===== src/sv/sps_pkg.sv =====
package sps_pkg;

  localparam int unsigned PlanDepth  = 8;
  localparam int unsigned CodeBits   = 3;
  localparam int unsigned PlanBits   = PlanDepth * CodeBits;
  localparam int unsigned IdxBits    = 3;
  localparam int unsigned LenBits    = 4;
  localparam int unsigned DwellBits  = 16;
  localparam int unsigned TimerBits  = 16;
  localparam int unsigned CmpBits    = (TimerBits > DwellBits) ? TimerBits : DwellBits;
  localparam int unsigned CfgIdxBits = 3;
  localparam int unsigned CfgBits    = 24;

  typedef logic [TimerBits-1:0] timer_t;
  typedef logic [DwellBits-1:0] dwell_t;

  typedef enum logic [CodeBits-1:0] {
    MsLane   = 3'd0,
    MsRight  = 3'd1,
    MsCones  = 3'd2,
    MsGate   = 3'd3,
    MsCross  = 3'd4,
    MsRotary = 3'd5,
    MsColour = 3'd6
  } mission_e;

  typedef enum logic [CfgIdxBits-1:0] {
    CfgStagePlan     = 3'd0,
    CfgPlanLength    = 3'd1,
    CfgDwellTicks    = 3'd2,
    CfgCrossDwell    = 3'd3,
    CfgBiasTicks     = 3'd4,
    CfgBiasPixels    = 3'd5
  } cfg_idx_e;

  localparam logic [PlanBits-1:0] StagePlanRst  = 24'd6902438;
  localparam logic [LenBits-1:0]  PlanLengthRst = 4'd8;
  localparam dwell_t              DwellRst      = 16'd15;
  localparam dwell_t              CrossDwellRst = 16'd90;
  localparam dwell_t              BiasTicksRst  = 16'd240;
  localparam logic signed [7:0]   BiasPixRst    = 8'sd30;

  typedef struct packed {
    logic              cone_seen;
    logic              gate_seen;
    logic              crosswalk_seen;
    logic              rotary_seen;
    logic signed [7:0] color_level;
  } in_t;

  typedef struct packed {
    mission_e          mission;
    logic [2:0]        stage_number;
    logic              stage_running;
    logic signed [7:0] lane_bias;
    logic [1:0]        lane_color;
  } out_t;

endpackage


===== src/sv/stage_plan_sequencer.sv =====
// Mission stage sequencer. Each input transaction is one control tick and yields exactly one
// result transaction. The block walks a plan of up to eight 3-bit mission codes: a detected
// stage starts on the tick its detector fires and ends once the detection is clear and its
// dwell (a separate one for crosswalk) has elapsed; a right-bias stage starts at once, drives
// bias_pixels on lane_bias and ends after bias_ticks. The last stage of the plan is held.
// Throughput is one tick per clock; the stage state and result register update in the same
// cycle the tick is taken, and the only stall is a full result register not yet taken.
// Configuration is written on cfg_we_i / cfg_idx_i / cfg_data_i, by the user only while
// no tick is in flight (the block does not enforce this); indexes 6 and 7 are ignored.
module stage_plan_sequencer
  import sps_pkg::*;
(
  input  logic                  clk_i,
  input  logic                  rst_ni,
  input  logic                  cfg_we_i,
  input  logic [CfgIdxBits-1:0] cfg_idx_i,
  input  logic [CfgBits-1:0]    cfg_data_i,
  input  logic                  in_valid_i,
  output logic                  in_ready_o,
  input  in_t                   in_data_i,
  output logic                  out_valid_o,
  input  logic                  out_ready_i,
  output out_t                  out_data_o
);

  localparam timer_t TimerMax = '1;

  // configuration registers
  logic [PlanBits-1:0] plan_q;
  logic [LenBits-1:0]  len_q;
  dwell_t              dwell_q;
  dwell_t              cross_dwell_q;
  dwell_t              bias_ticks_q;
  logic signed [7:0]   bias_pix_q;

  // stage state
  logic [IdxBits-1:0] idx_q, idx_d;
  logic               active_q, active_d;
  timer_t             elapsed_q, elapsed_d;

  logic out_valid_q;
  out_t out_q, out_d;

  logic               take;
  logic [1:0]         color;
  mission_e           target;
  mission_e           mission;
  logic               det;
  logic               finish;
  timer_t             elapsed_inc;
  dwell_t             dwell_sel;
  logic [LenBits-1:0] eff_len;
  logic [4:0]         plan_pos;

  assign in_ready_o  = !out_valid_q || out_ready_i;
  assign take        = in_valid_i && in_ready_o;
  assign out_valid_o = out_valid_q;
  assign out_data_o  = out_q;

  always_ff @(posedge clk_i or negedge rst_ni) begin
    if (!rst_ni) begin
      plan_q        <= StagePlanRst;
      len_q         <= PlanLengthRst;
      dwell_q       <= DwellRst;
      cross_dwell_q <= CrossDwellRst;
      bias_ticks_q  <= BiasTicksRst;
      bias_pix_q    <= BiasPixRst;
    end else if (cfg_we_i) begin
      case (cfg_idx_i)
        CfgStagePlan:  plan_q        <= cfg_data_i[PlanBits-1:0];
        CfgPlanLength: len_q         <= cfg_data_i[LenBits-1:0];
        CfgDwellTicks: dwell_q       <= cfg_data_i[DwellBits-1:0];
        CfgCrossDwell: cross_dwell_q <= cfg_data_i[DwellBits-1:0];
        CfgBiasTicks:  bias_ticks_q  <= cfg_data_i[DwellBits-1:0];
        CfgBiasPixels: bias_pix_q    <= cfg_data_i[7:0];
        default: ;
      endcase
    end
  end

  always_comb begin
    // clamp raw colour to none / red / blue
    if (in_data_i.color_level < 0) begin
      color = 2'd0;
    end else if (in_data_i.color_level > 8'sd2) begin
      color = 2'd2;
    end else begin
      color = in_data_i.color_level[1:0];
    end

    if (len_q == '0) begin
      eff_len = LenBits'(1);
    end else if (len_q > LenBits'(PlanDepth)) begin
      eff_len = LenBits'(PlanDepth);
    end else begin
      eff_len = len_q;
    end

    plan_pos    = 5'(idx_q) * 5'd3;
    target      = mission_e'(plan_q[plan_pos +: CodeBits]);
    elapsed_inc = (elapsed_q == TimerMax) ? elapsed_q : elapsed_q + timer_t'(1);
    dwell_sel   = (target == MsCross) ? cross_dwell_q : dwell_q;

    case (target)
      MsColour: det = color != 2'd0;
      MsCross:  det = in_data_i.crosswalk_seen;
      MsCones:  det = in_data_i.cone_seen;
      MsRotary: det = in_data_i.rotary_seen;
      MsGate:   det = in_data_i.gate_seen;
      default:  det = 1'b0;
    endcase

    active_d  = active_q;
    elapsed_d = elapsed_q;
    idx_d     = idx_q;
    finish    = 1'b0;
    mission   = target;

    if (target == MsRight) begin
      if (!active_q) begin
        active_d  = 1'b1;
        elapsed_d = '0;
      end else begin
        elapsed_d = elapsed_inc;
        finish    = CmpBits'(elapsed_inc) >= CmpBits'(bias_ticks_q);
      end
    end else if (!active_q) begin
      if (det) begin
        active_d  = 1'b1;
        elapsed_d = '0;
      end else begin
        mission = MsLane;
      end
    end else begin
      elapsed_d = elapsed_inc;
      finish    = !det && (CmpBits'(elapsed_inc) >= CmpBits'(dwell_sel));
    end

    if (finish) begin
      active_d = 1'b0;
      if ((LenBits'(idx_q) + LenBits'(1)) < eff_len) begin
        idx_d = idx_q + IdxBits'(1);
      end
    end

    out_d.mission       = mission;
    out_d.stage_number  = idx_d;
    out_d.stage_running = active_d;
    out_d.lane_bias     = (target == MsRight && active_d) ? bias_pix_q : 8'sd0;
    out_d.lane_color    = color;
  end

  always_ff @(posedge clk_i or negedge rst_ni) begin
    if (!rst_ni) begin
      idx_q       <= '0;
      active_q    <= 1'b0;
      elapsed_q   <= '0;
      out_valid_q <= 1'b0;
    end else begin
      if (take) begin
        idx_q     <= idx_d;
        active_q  <= active_d;
        elapsed_q <= elapsed_d;
      end
      if (in_ready_o) begin
        out_valid_q <= in_valid_i;
      end
    end
  end

  always_ff @(posedge clk_i) begin
    if (take) begin
      out_q <= out_d;
    end
  end

endmodule


===== config.mk =====
export PLATFORM = sky130hd
export DESIGN_NAME = stage_plan_sequencer
export DESIGN_NICKNAME = d
export VERILOG_FILES = /design/src/sv/sps_pkg.sv /design/src/sv/stage_plan_sequencer.sv
export SDC_FILE = /design/constraint.sdc
export NUM_CORES = 1
export LEC_CHECK = 0
export BUFFER_PORTS_ARGS = -buffer_cell sky130_fd_sc_hd__buf_2
export CORE_UTILIZATION = 50
export CTS_CLUSTER_DIAMETER = 100
export DETAILED_ROUTE_END_ITERATION = 10
export GPL_TIMING_DRIVEN = 0
export PLACE_DENSITY = 0.79
export SLEW_MARGIN = 10
export SYNTH_ARGS = -nofsm -noshare
export SYNTH_HDL_FRONTEND = slang
export SYNTH_SLANG_ARGS = --single-unit
export TNS_END_PERCENT = 1

===== constraint.sdc =====
create_clock -name clk_i -period 5.3 [get_ports clk_i]
set_clock_uncertainty 0.1 [all_clocks]
set_input_delay 0 -clock clk_i [delete_from_list [all_inputs] [get_ports clk_i]]
set_output_delay 0 -clock clk_i [all_outputs]
set_load 0.005 [all_outputs]

Yosys cells after proc, flatten, opt, wreduce, memory -nomap -nowiden
Cells that the tools add are included.
{"block": "totals", "regBits": 122, "wordCells": 78}
{"block": "classes", "addsub": 3, "multipliers": 1, "magnitude_cmp": 6, "n_eq_ne": 12, "shift": 1, "mux": 23, "n_reduce_logical": 17}
{"operator": "$mux W16", "count": 6}
{"operator": "$ge A16 B16 Y1", "count": 2}
{"operator": "$shiftx A24 B6 Y3", "count": 1}
{"operator": "$add A16 B1 Y16 const B", "count": 1}
{"operator": "$eq A16 B16 Y1 const B", "count": 1}
{"operator": "$eq A3 B3 Y1 const B", "count": 5}
{"operator": "$mux W3", "count": 5}
{"operator": "$reduce_and A2 Y1", "count": 7}
{"operator": "$eq A3 B2 Y1 const B", "count": 4}
{"operator": "$gt A8 B3 Y1 const B", "count": 1}
{"operator": "$lt A8 B1 Y1 const B", "count": 1}
{"operator": "$mux W4", "count": 2}
{"operator": "$mux W1", "count": 7}
{"operator": "$eq A3 B1 Y1 const B", "count": 2}
{"operator": "$mul A3 B2 Y5 const B", "count": 1}
{"operator": "$pmux W1 S5", "count": 1}
{"operator": "$add A3 B1 Y4 const B", "count": 1}
{"operator": "$gt A4 B4 Y1 const B", "count": 1}
{"operator": "$logic_not A4 Y1", "count": 1}
{"operator": "$lt A4 B4 Y1", "count": 1}
{"operator": "$mux W2", "count": 2}
{"operator": "$add A3 B1 Y3 const B", "count": 1}
{"operator": "$logic_and A1 B1 Y1", "count": 3}
{"operator": "$logic_not A3 Y1", "count": 1}
{"operator": "4 further kinds", "count": 5}

Longest topological paths before layout
Gate-level depths: netlist of run 1.
{"block": "logic_depth", "word_depth": 11, "mapped_depth": 15, "ltp_nobuf": 14}

Least setup slack after synthesis of run 1
No wires, ideal clock.
{"block": "synth_path", "kind": "reg-to-reg", "from": "register idx_q[0]", "to": "register out_q (netlist bit out_data_o[12]), data pin", "setup_time_ns": 0.262, "t_arrival_ns": 3.934, "required_time_ns": 4.938, "setup_slack_ns": 1.004, "stages_incl_launch_ff": 15, "path_buffers": 2, "synth_period_minus_slack_ns": 4.296, "path_cell_list": "dfrtp_1 buf_6 mux4_2 mux2_4 nand3_1 buf_2 mux2i_1 ha_1 a2111oi_0 o21ai_0 a2111oi_0 o41a_1 o21ai_2 nand4_2 mux2_1"}
{"block": "synth_between", "elab_chain_cells": 9}
{"element": "from (decl)", "line": "stage_plan_sequencer.sv:37", "text": "logic [IdxBits-1:0] idx_q, idx_d;"}
{"element": "from (signal assigned)", "line": "stage_plan_sequencer.sv:161", "text": "idx_q <= idx_d;"}
{"element": "$mul A3 B2 Y5", "line": "stage_plan_sequencer.sv:99", "text": "plan_pos = 5'(idx_q) * 5'd3;"}
{"element": "$shiftx A24 B6 Y3", "line": "stage_plan_sequencer.sv:100", "text": "target = mission_e'(plan_q[plan_pos +: CodeBits]);"}
{"element": "$eq A3 B3 Y1 (tied with other cells)", "line": "stage_plan_sequencer.sv:102, stage_plan_sequencer.sv:104"}
{"element": "$mux W16 or $pmux W1 S5 (tied branches)", "line": "stage_plan_sequencer.sv:102, stage_plan_sequencer.sv:104"}
{"element": "$ge A16 B16 Y1 or $logic_not A1 Y1 (tied branches)", "line": "stage_plan_sequencer.sv:136", "text": "finish = !det && (CmpBits'(elapsed_inc) >= CmpBits'(dwell_sel));"}
{"element": "$logic_and A1 B1 Y1", "line": "stage_plan_sequencer.sv:136"}
{"element": "$mux W1", "line": "stage_plan_sequencer.sv:127", "text": "end else if (!active_q) begin"}
{"element": "$mux W1", "line": "stage_plan_sequencer.sv:119", "text": "if (target == MsRight) begin"}
{"element": "$mux W3 (*)", "line": "stage_plan_sequencer.sv:139", "text": "if (finish) begin"}
{"element": "net idx_d[1]", "line": "stage_plan_sequencer.sv:37"}
{"element": "to (signal assigned)", "line": "stage_plan_sequencer.sv:173", "text": "out_q <= out_d;"}
{"element": "to (decl)", "line": "stage_plan_sequencer.sv:42", "text": "out_t out_q, out_d;"}
Mark *: on every way through the listed nets, which the timed path passes. The rest lies on a longest branch.
A chain may end at the register's enable or synchronous reset.

Final worst setup path of run 1
{"block": "layout_path", "from": "register idx_q[1]", "to": "register out_q (netlist bit out_data_o[12]), data pin"}
Same word-level chain as after synthesis.

==> results.txt, run 1 <==
Core ar.: 12210 um^2
Synth area leaders: dfrtp_1 (30%), mux2_2 (13%), dfstp_2 (12%)
Total Neg Setup Slack: 0 ns
antenna violations before repair: 0
library cells used by synthesis: 60
Slew HR: 0.5285
Final WS setup: 0.2964 ns
die area: 13200 um^2
first-pass GRT wire length: 24180 um
max-cap violation count: 0
DP Area: 6915 um^2
Synth Instances: 526
GRT Resource Usage Total: 0.2494
P&R area growth vs syn: 23.30%
largest net degree at the start of global routing: 54
DRC: 0
clk sinks: 122
Post-Synth Simple-Gate Area: 0.09880
Post-Synth XOR/XNOR Area: 0.02337
Max Fclk: 199.9 MHz
total grt overflow: 0
status: finished, final reports clean
Post-Syn Nets: 607
# nets final: 721
CTS Root Cell: clkbuf_16
share of layout cells above drive strength 1: 0.3308
Buffers on Ports: 61
Setup-failing EPs final: 0
crit path kind: register to register
FP Rows: 40
most numerous cell in the Yosys netlist: dfrtp_1
sequential area share after synthesis: 0.4981
Pwr per Cell Area: 473.9 nW/um^2
Die H: 114.9 um
Post-synth EDFFs: 17
crit path capture type: register
Synth Area in Adders: 0.07268
Clock Latency Late Sink: 0.42 ns
Yosys top cell by area: dfrtp_1
IO Pins: 63
Final Instance Area: 7854 um^2
Syn Area/Cell: 12.11 um^2
Netlist Area Pre-Place: 6370 um^2
DRT Wirelength: 15160 um
Leak: 0.003511 uW
Clock Pin Slew Worst Setup and Hold Paths: 0.05 ns
Chip Width: 114.9 um
Max clock buf depth: 2
register bit total from synthesis: 122
RSZ-0062 raised after global routing: false
critical path arrival: 5.07 ns
cts bufs inserted: 17
complex-gate fraction of the synthesized area: 0.08819
Worst Hold Class: input pin to asynchronous set/reset pin
routed vias: 4636
area share of the largest cell type after synthesis: 0.3025
Critical Path Start Type: register
Max H-tree Level: 4
Routed Antenna Nets: 0
Async SR Flop Fraction: 0.8607
largest family of logic cells by synthesized area: multiplexers
drt pass-1 iters: 5
Place WS: -0.3871 ns
DR iter-0 viols: 252
DP HPWL: 10600 um
DR vias/cell: 5.647
CP required: 5.36 ns
warnings from Yosys: 0
Max rail drop VDD: 0.4085 mV
placed cell count: 756
Final Hold Violating Endpoints: 0
drt wl/cell: 18.47 um
vias in the first global route: 4809
CTS tree: built
Initial Util: 0.5216
fin crit period: 5.004 ns
RePlAce Congestion: 0.8308
fin. max-slew vios: 0
top cells by count, synth: dfrtp_1 (77), mux2_2 (71), ha_1 (37), nand2_1 (37), dfstp_2 (28)
CP max FO: 10
proportion of synthesized area in mux cells: 0.1907
Period Utilization, post-route: 0.9441
ant diodes: 0
top_reg_cell synth: dfrtp_1
Post-Layout Cell Count: 821
worst-margin pin slew: 0.7046 ns
placed cells by master, fill, tap and decap left out, types with 9 or more instances in the layout:
cell type,synthesis,final
clkbuf_16,0,17
nor3_1,9,9
buf_2,1,61
dfrtp_1,77,77
nand2_1,37,37
and2_1,10,10
mux2_2,71,71
inv_1,25,25
o21ai_0,24,24
dfstp_2,28,28
mux2i_1,22,21
ha_1,37,37
clkbuf_1,14,14
xnor2_1,9,9
nor2_1,23,23
dlygate4sd3_1,0,33
edfxtp_1,17,17
a21oi_1,11,11
cell families after synthesis:
family,Yosys count
AND/OR/NAND/NOR,122
XOR/XNOR,17
AO/OA/AOI/OAI,81
multiplexers,103
buffers and inverters,44
adder cells (fa/ha/maj),37
flip-flops,122
critical path, stage by stage, from the launching register on:
cell       delay (ns)
dfrtp_1          0.35
clkbuf_1         0.48
mux4_2           0.44
mux2i_2          0.39
nand3_2          0.32
buf_2            0.33
mux2i_1          0.16
ha_1             0.30
a2111oi_0        0.39
o21ai_0          0.19
a2111oi_2        0.53
o41a_1           0.21
o21ai_2          0.10
nand4_2          0.13
mux2_1           0.33
worst paths after layout:
check	end	depth (start not counted)	start	slack, ns
setup reg to reg	out_data_o[12]	14	idx_q[1]	0.30
max in group asynchronous	bias_pix_q[2]	3	rst_ni	4.28
setup / recovery	out_data_o[12]	14	idx_q[1]	0.30
hold / removal	dwell_q[9]	2	rst_ni	0.06
hold reg to reg	bias_pix_q[6]	1	bias_pix_q[6]	0.40
min in group clk_i	out_data_o[15]	5	in_data_i[8]	0.06
power breakdown:
part	switching [uW]	leakage [uW]	internal [uW]	total [uW]
logic	687	0.00182	566	1250
clock network	410	0.000286	742	1150
registers	114	0.00141	1200	1320
through the flow:
step	total power (uW)	hold slack, ns	util
CTS	3723	0.02155	0.6428
global placement	2451	0.1128	0.5638
floorplan	2173	-0.3956	-
finish	3722	0.05866	0.6431
detailed placement	2528	-0.02295	0.5663
global route	3924	0.06785	0.6431
state kept, by name (all words and copies together) (netlist names):
signal	count
active_q	1
bias_pix_q	8
bias_ticks_q	16
cross_dwell_q	16
dwell_q	16
elapsed_q	16
idx_q	3
len_q	4
out_data_o	17
out_valid_o	1
plan_q	24
repair_timing:
item	in CTS	in global routing
setup buffers	0	0
hold buffers	33	0
pin swaps	0	0
resized for setup	3	1
endpoints found under the hold margin	139	0
endpoints found under the setup margin	8	2
layer usage:
metal,wire (um),global-route usage,share of wire,vias up
met4,373,0.1100,0.025,0
met5,0,0,0,-
met3,874,0.05746,0.058,29
met1,6275,0.3068,0.41,2299
li1,-,-,-,2157
met2,7639,0.4209,0.50,151
area by class of cell:
cell class / count / area [um^2]
Fill cell: 916 / 4358
Sequential cell: 122 / 3173
Multi-Input combinational cell: 360 / 3033
Timing Repair Buffer: 95 / 665.6
Clock buffer: 18 / 439.2
Tap cell: 168 / 210.2
Clock inverter: 14 / 153.9
Inverter: 26 / 97.59
Buffer: 18 / 81.33
Power figures use the tool's default switching activity.
==> run 2: changes to the inputs <==
--- a/config.mk
+++ b/config.mk
@@ -6,11 +6,11 @@
 export NUM_CORES = 1
 export LEC_CHECK = 0
 export BUFFER_PORTS_ARGS = -buffer_cell sky130_fd_sc_hd__buf_2
-export CORE_UTILIZATION = 50
+export CORE_UTILIZATION = 59
 export CTS_CLUSTER_DIAMETER = 100
 export DETAILED_ROUTE_END_ITERATION = 10
 export GPL_TIMING_DRIVEN = 0
-export PLACE_DENSITY = 0.79
+export PLACE_DENSITY = 0.9
 export SLEW_MARGIN = 10
 export SYNTH_ARGS = -nofsm -noshare
 export SYNTH_HDL_FRONTEND = slang
==> results.txt, run 2 (synthesized netlist as in run 1, its figures left out) <==
DR WL met2: 8961 um (+17%)
die area: 11220 um^2 (-15%)
# Post-CTS Setup Buffers: 0 (unchanged)
R2R Setup Slk: 0.25 ns (-0.05 ns)
FP Rows: 37 (-7.5%)
Final WS setup: 0.2503 ns (-0.04601 ns)
CTS tree: built
footprint of the multi-input gates: 3045 um^2 (+0.41%)
Final Hold Violating Endpoints: 6 (+6)
routed vias: 5001 (+7.9%)
Setup-failing EPs final: 0 (unchanged)
antenna violations before repair: 1 (+1)
share of layout cells above drive strength 1: 0.3323 (+0.001541)
GRT Resource Usage Total: 0.3443 (+0.09491)
worst-path cell chain: buf_6 -> mux4_2 -> mux2i_2 -> nand3_2 -> buf_2 -> mux2i_1 -> ha_1 -> a2111oi_0 -> o21ai_0 -> a2111oi_4 -> o41a_1 -> o21ai_2 -> nand4_2 -> mux2_1
critical path arrival: 5.24 ns (+0.17 ns)
# nets final: 727 (+0.83%)
DP Area: 6875 um^2 (-0.58%)
total grt overflow: 0 (unchanged)
Core ar.: 10420 um^2 (-15%)
crit path kind: register to register
commonest non-fill, non-tap cell in the layout: dfrtp_1
Pwr per Cell Area: 487.6 nW/um^2 (+2.9%)
fillers: 579 (-37%)
crit path capture type: register
Largest Register: plan_q
IO Pins: 63 (unchanged)
clk sinks: 122 (unchanged)
first-pass GRT wire length: 28280 um (+17%)
CTS Root Cell: clkbuf_8
P&R area growth vs syn: 23.98%
failing checks: negative hold slack
Largest register FFs: 24 (unchanged)
CP required: 5.49 ns (+0.13 ns)
Reg2Reg Depth: 14 (unchanged)
Place WS: -0.5047 ns (-0.1176 ns)
Critical Path Start Type: register
register area: 3173 um^2 (unchanged)
DR vias/cell: 6.283 (+11%)
Final Instance Area: 7898 um^2 (+0.56%)
Max rail drop VDD: 0.3781 mV (-7.4%)
DP HPWL: 10650 um (+0.48%)
placed cell count: 724 (-4.2%)
DR iter-0 viols: 429 (+70%)
Top Metal Used: met4
Slew HR: 0.3745 (-0.1540)
CP max FO: 10 (unchanged)
Clock Pin Slew Worst Setup and Hold Paths: 0.07 ns (+0.02 ns)
Max Fclk: 198.0 MHz (-0.91%)
Max H-tree Level: 4 (unchanged)
Largest stage delay, worst path: 0.60 ns (+0.07 ns)
hold slack: -0.005988 ns (-0.06465 ns)
fin crit period: 5.050 ns (+0.04601 ns)
FF-to-FF End: out_data_o[12]
met3 wire length: 1254 um (+43%)
RSZ-0062 raised after global routing: false
Buffers on Ports: 61 (unchanged)
cts bufs inserted: 17 (unchanged)
RePlAce Congestion: 0.8535 (+2.7%)
Chip Width: 105.9 um (-7.8%)
DRT Wirelength: 17820 um (+18%)
Leak: 0.003534 uW (+0.64%)
Initial Util: 0.6115 (+0.08991)
largest net degree at the start of global routing: 63 (+17%)
Metal-1 WL: 6430 um (+2.5%)
Period Utilization, post-route: 0.9528 (+0.008681)
status: complete, but fails checks
drt pass-1 iters: 7 (+2)
vias in the first global route: 5342 (+11%)
max-cap violation count: 0 (unchanged)
Worst Hold Class: input pin to asynchronous set/reset pin
worst-margin pin slew: 0.9362 ns (+0.2315 ns)
Max clock buf depth: 2 (unchanged)
DRC: 0 (unchanged)
Post-Layout Cell Count: 796 (-3.0%)
r2r startpoint: idx_q[0]
Routed Antenna Nets: 0 (unchanged)
Die H: 105.9 um (-7.8%)
drt wl/cell: 22.39 um (+21%)
fin util: 0.7582 (+0.1151)
Clock Latency Late Sink: 0.55 ns (+0.13 ns)
CP max-delay cell: mux4_2
fin. max-slew vios: 0 (unchanged)
commonest non-fill, non-tap cells in the layout: dfrtp_1 (77), mux2_2 (71), buf_2 (61)
run 2: cell types whose count changed in the layout (fill, tap and decap cells not counted), sizes merged:
cell         previous run  this run
dlygate4sd3            33        38
clkinv                  8         4
clkbuf                 33        36
bufinv                  3         1
inv                    26        28
buf                    65        66
clkinvlp                3         4
diode                   0         1
run 2: critical path, delay by kind of cell, from the launching register on:
family	cells	cell delay, ns
and+or+nand+nor	2	0.48
muxes	4	1.60
adders and majority gates	1	0.28
AOI/OAI and AO/OA	5	1.39
DFF	1	0.37
buffers and inverters	2	0.55
run 2: layer usage:
layer	GRT usage	vias up
li1	-	2164
met1	0.3913	2469
met2	0.5784	281
met3	0.07664	87
met4	0.2401	0
met5	0	-
run 2: cell type report:
| type | instances | area share |
|---|---|---|
| multi-input combinational | 360 | 0.3856 |
| tap | 136 | 0.02155 |
| antenna | 1 | 0.0003169 |
| clock inverter | 11 | 0.01378 |
| inverter | 26 | 0.01236 |
| sequential | 122 | 0.4018 |
| clock buffer | 21 | 0.06099 |
| timing repair buffer | 101 | 0.09316 |
| buffer | 18 | 0.01046 |
run 2: repair_timing:
item | CTS | global route
hold buffers | 39 | 0
pin swaps | 0 | 0
endpoints found under the hold margin | 191 | 0
endpoints found under the setup margin | 8 | 8
gates resized for setup | 3 | 4
run 2: worst max-delay path by stage:
stage | startpoint | endpoint | slack [ns] | cells past startpoint
after floorplan | idx_q[0] | out_data_o[12] | 1.00 | 14
after CTS | idx_q[1] | out_data_o[12] | 0.16 | 14
final | idx_q[0] | out_data_o[12] | 0.25 | 14
after global routing | idx_q[0] | out_data_o[12] | 0.05 | 14
after global placement | idx_q[1] | out_data_o[12] | -0.20 | 14
after detailed placement | idx_q[1] | out_data_o[12] | -0.50 | 14
run 2: stage by stage:
step	setup TNS, ns	total power, uW
floorplan	0	2173
global placement	-0.2586	2439
detailed placement	-2.323	2544
CTS	0	3761
global route	0	4011
finish	0	3851
run 2: where the power goes:
part / total, uW / switching [uW] / internal [uW]
combinational: 1360 / 772 / 593
sequential: 1340 / 133 / 1200
clock: 1150 / 455 / 695
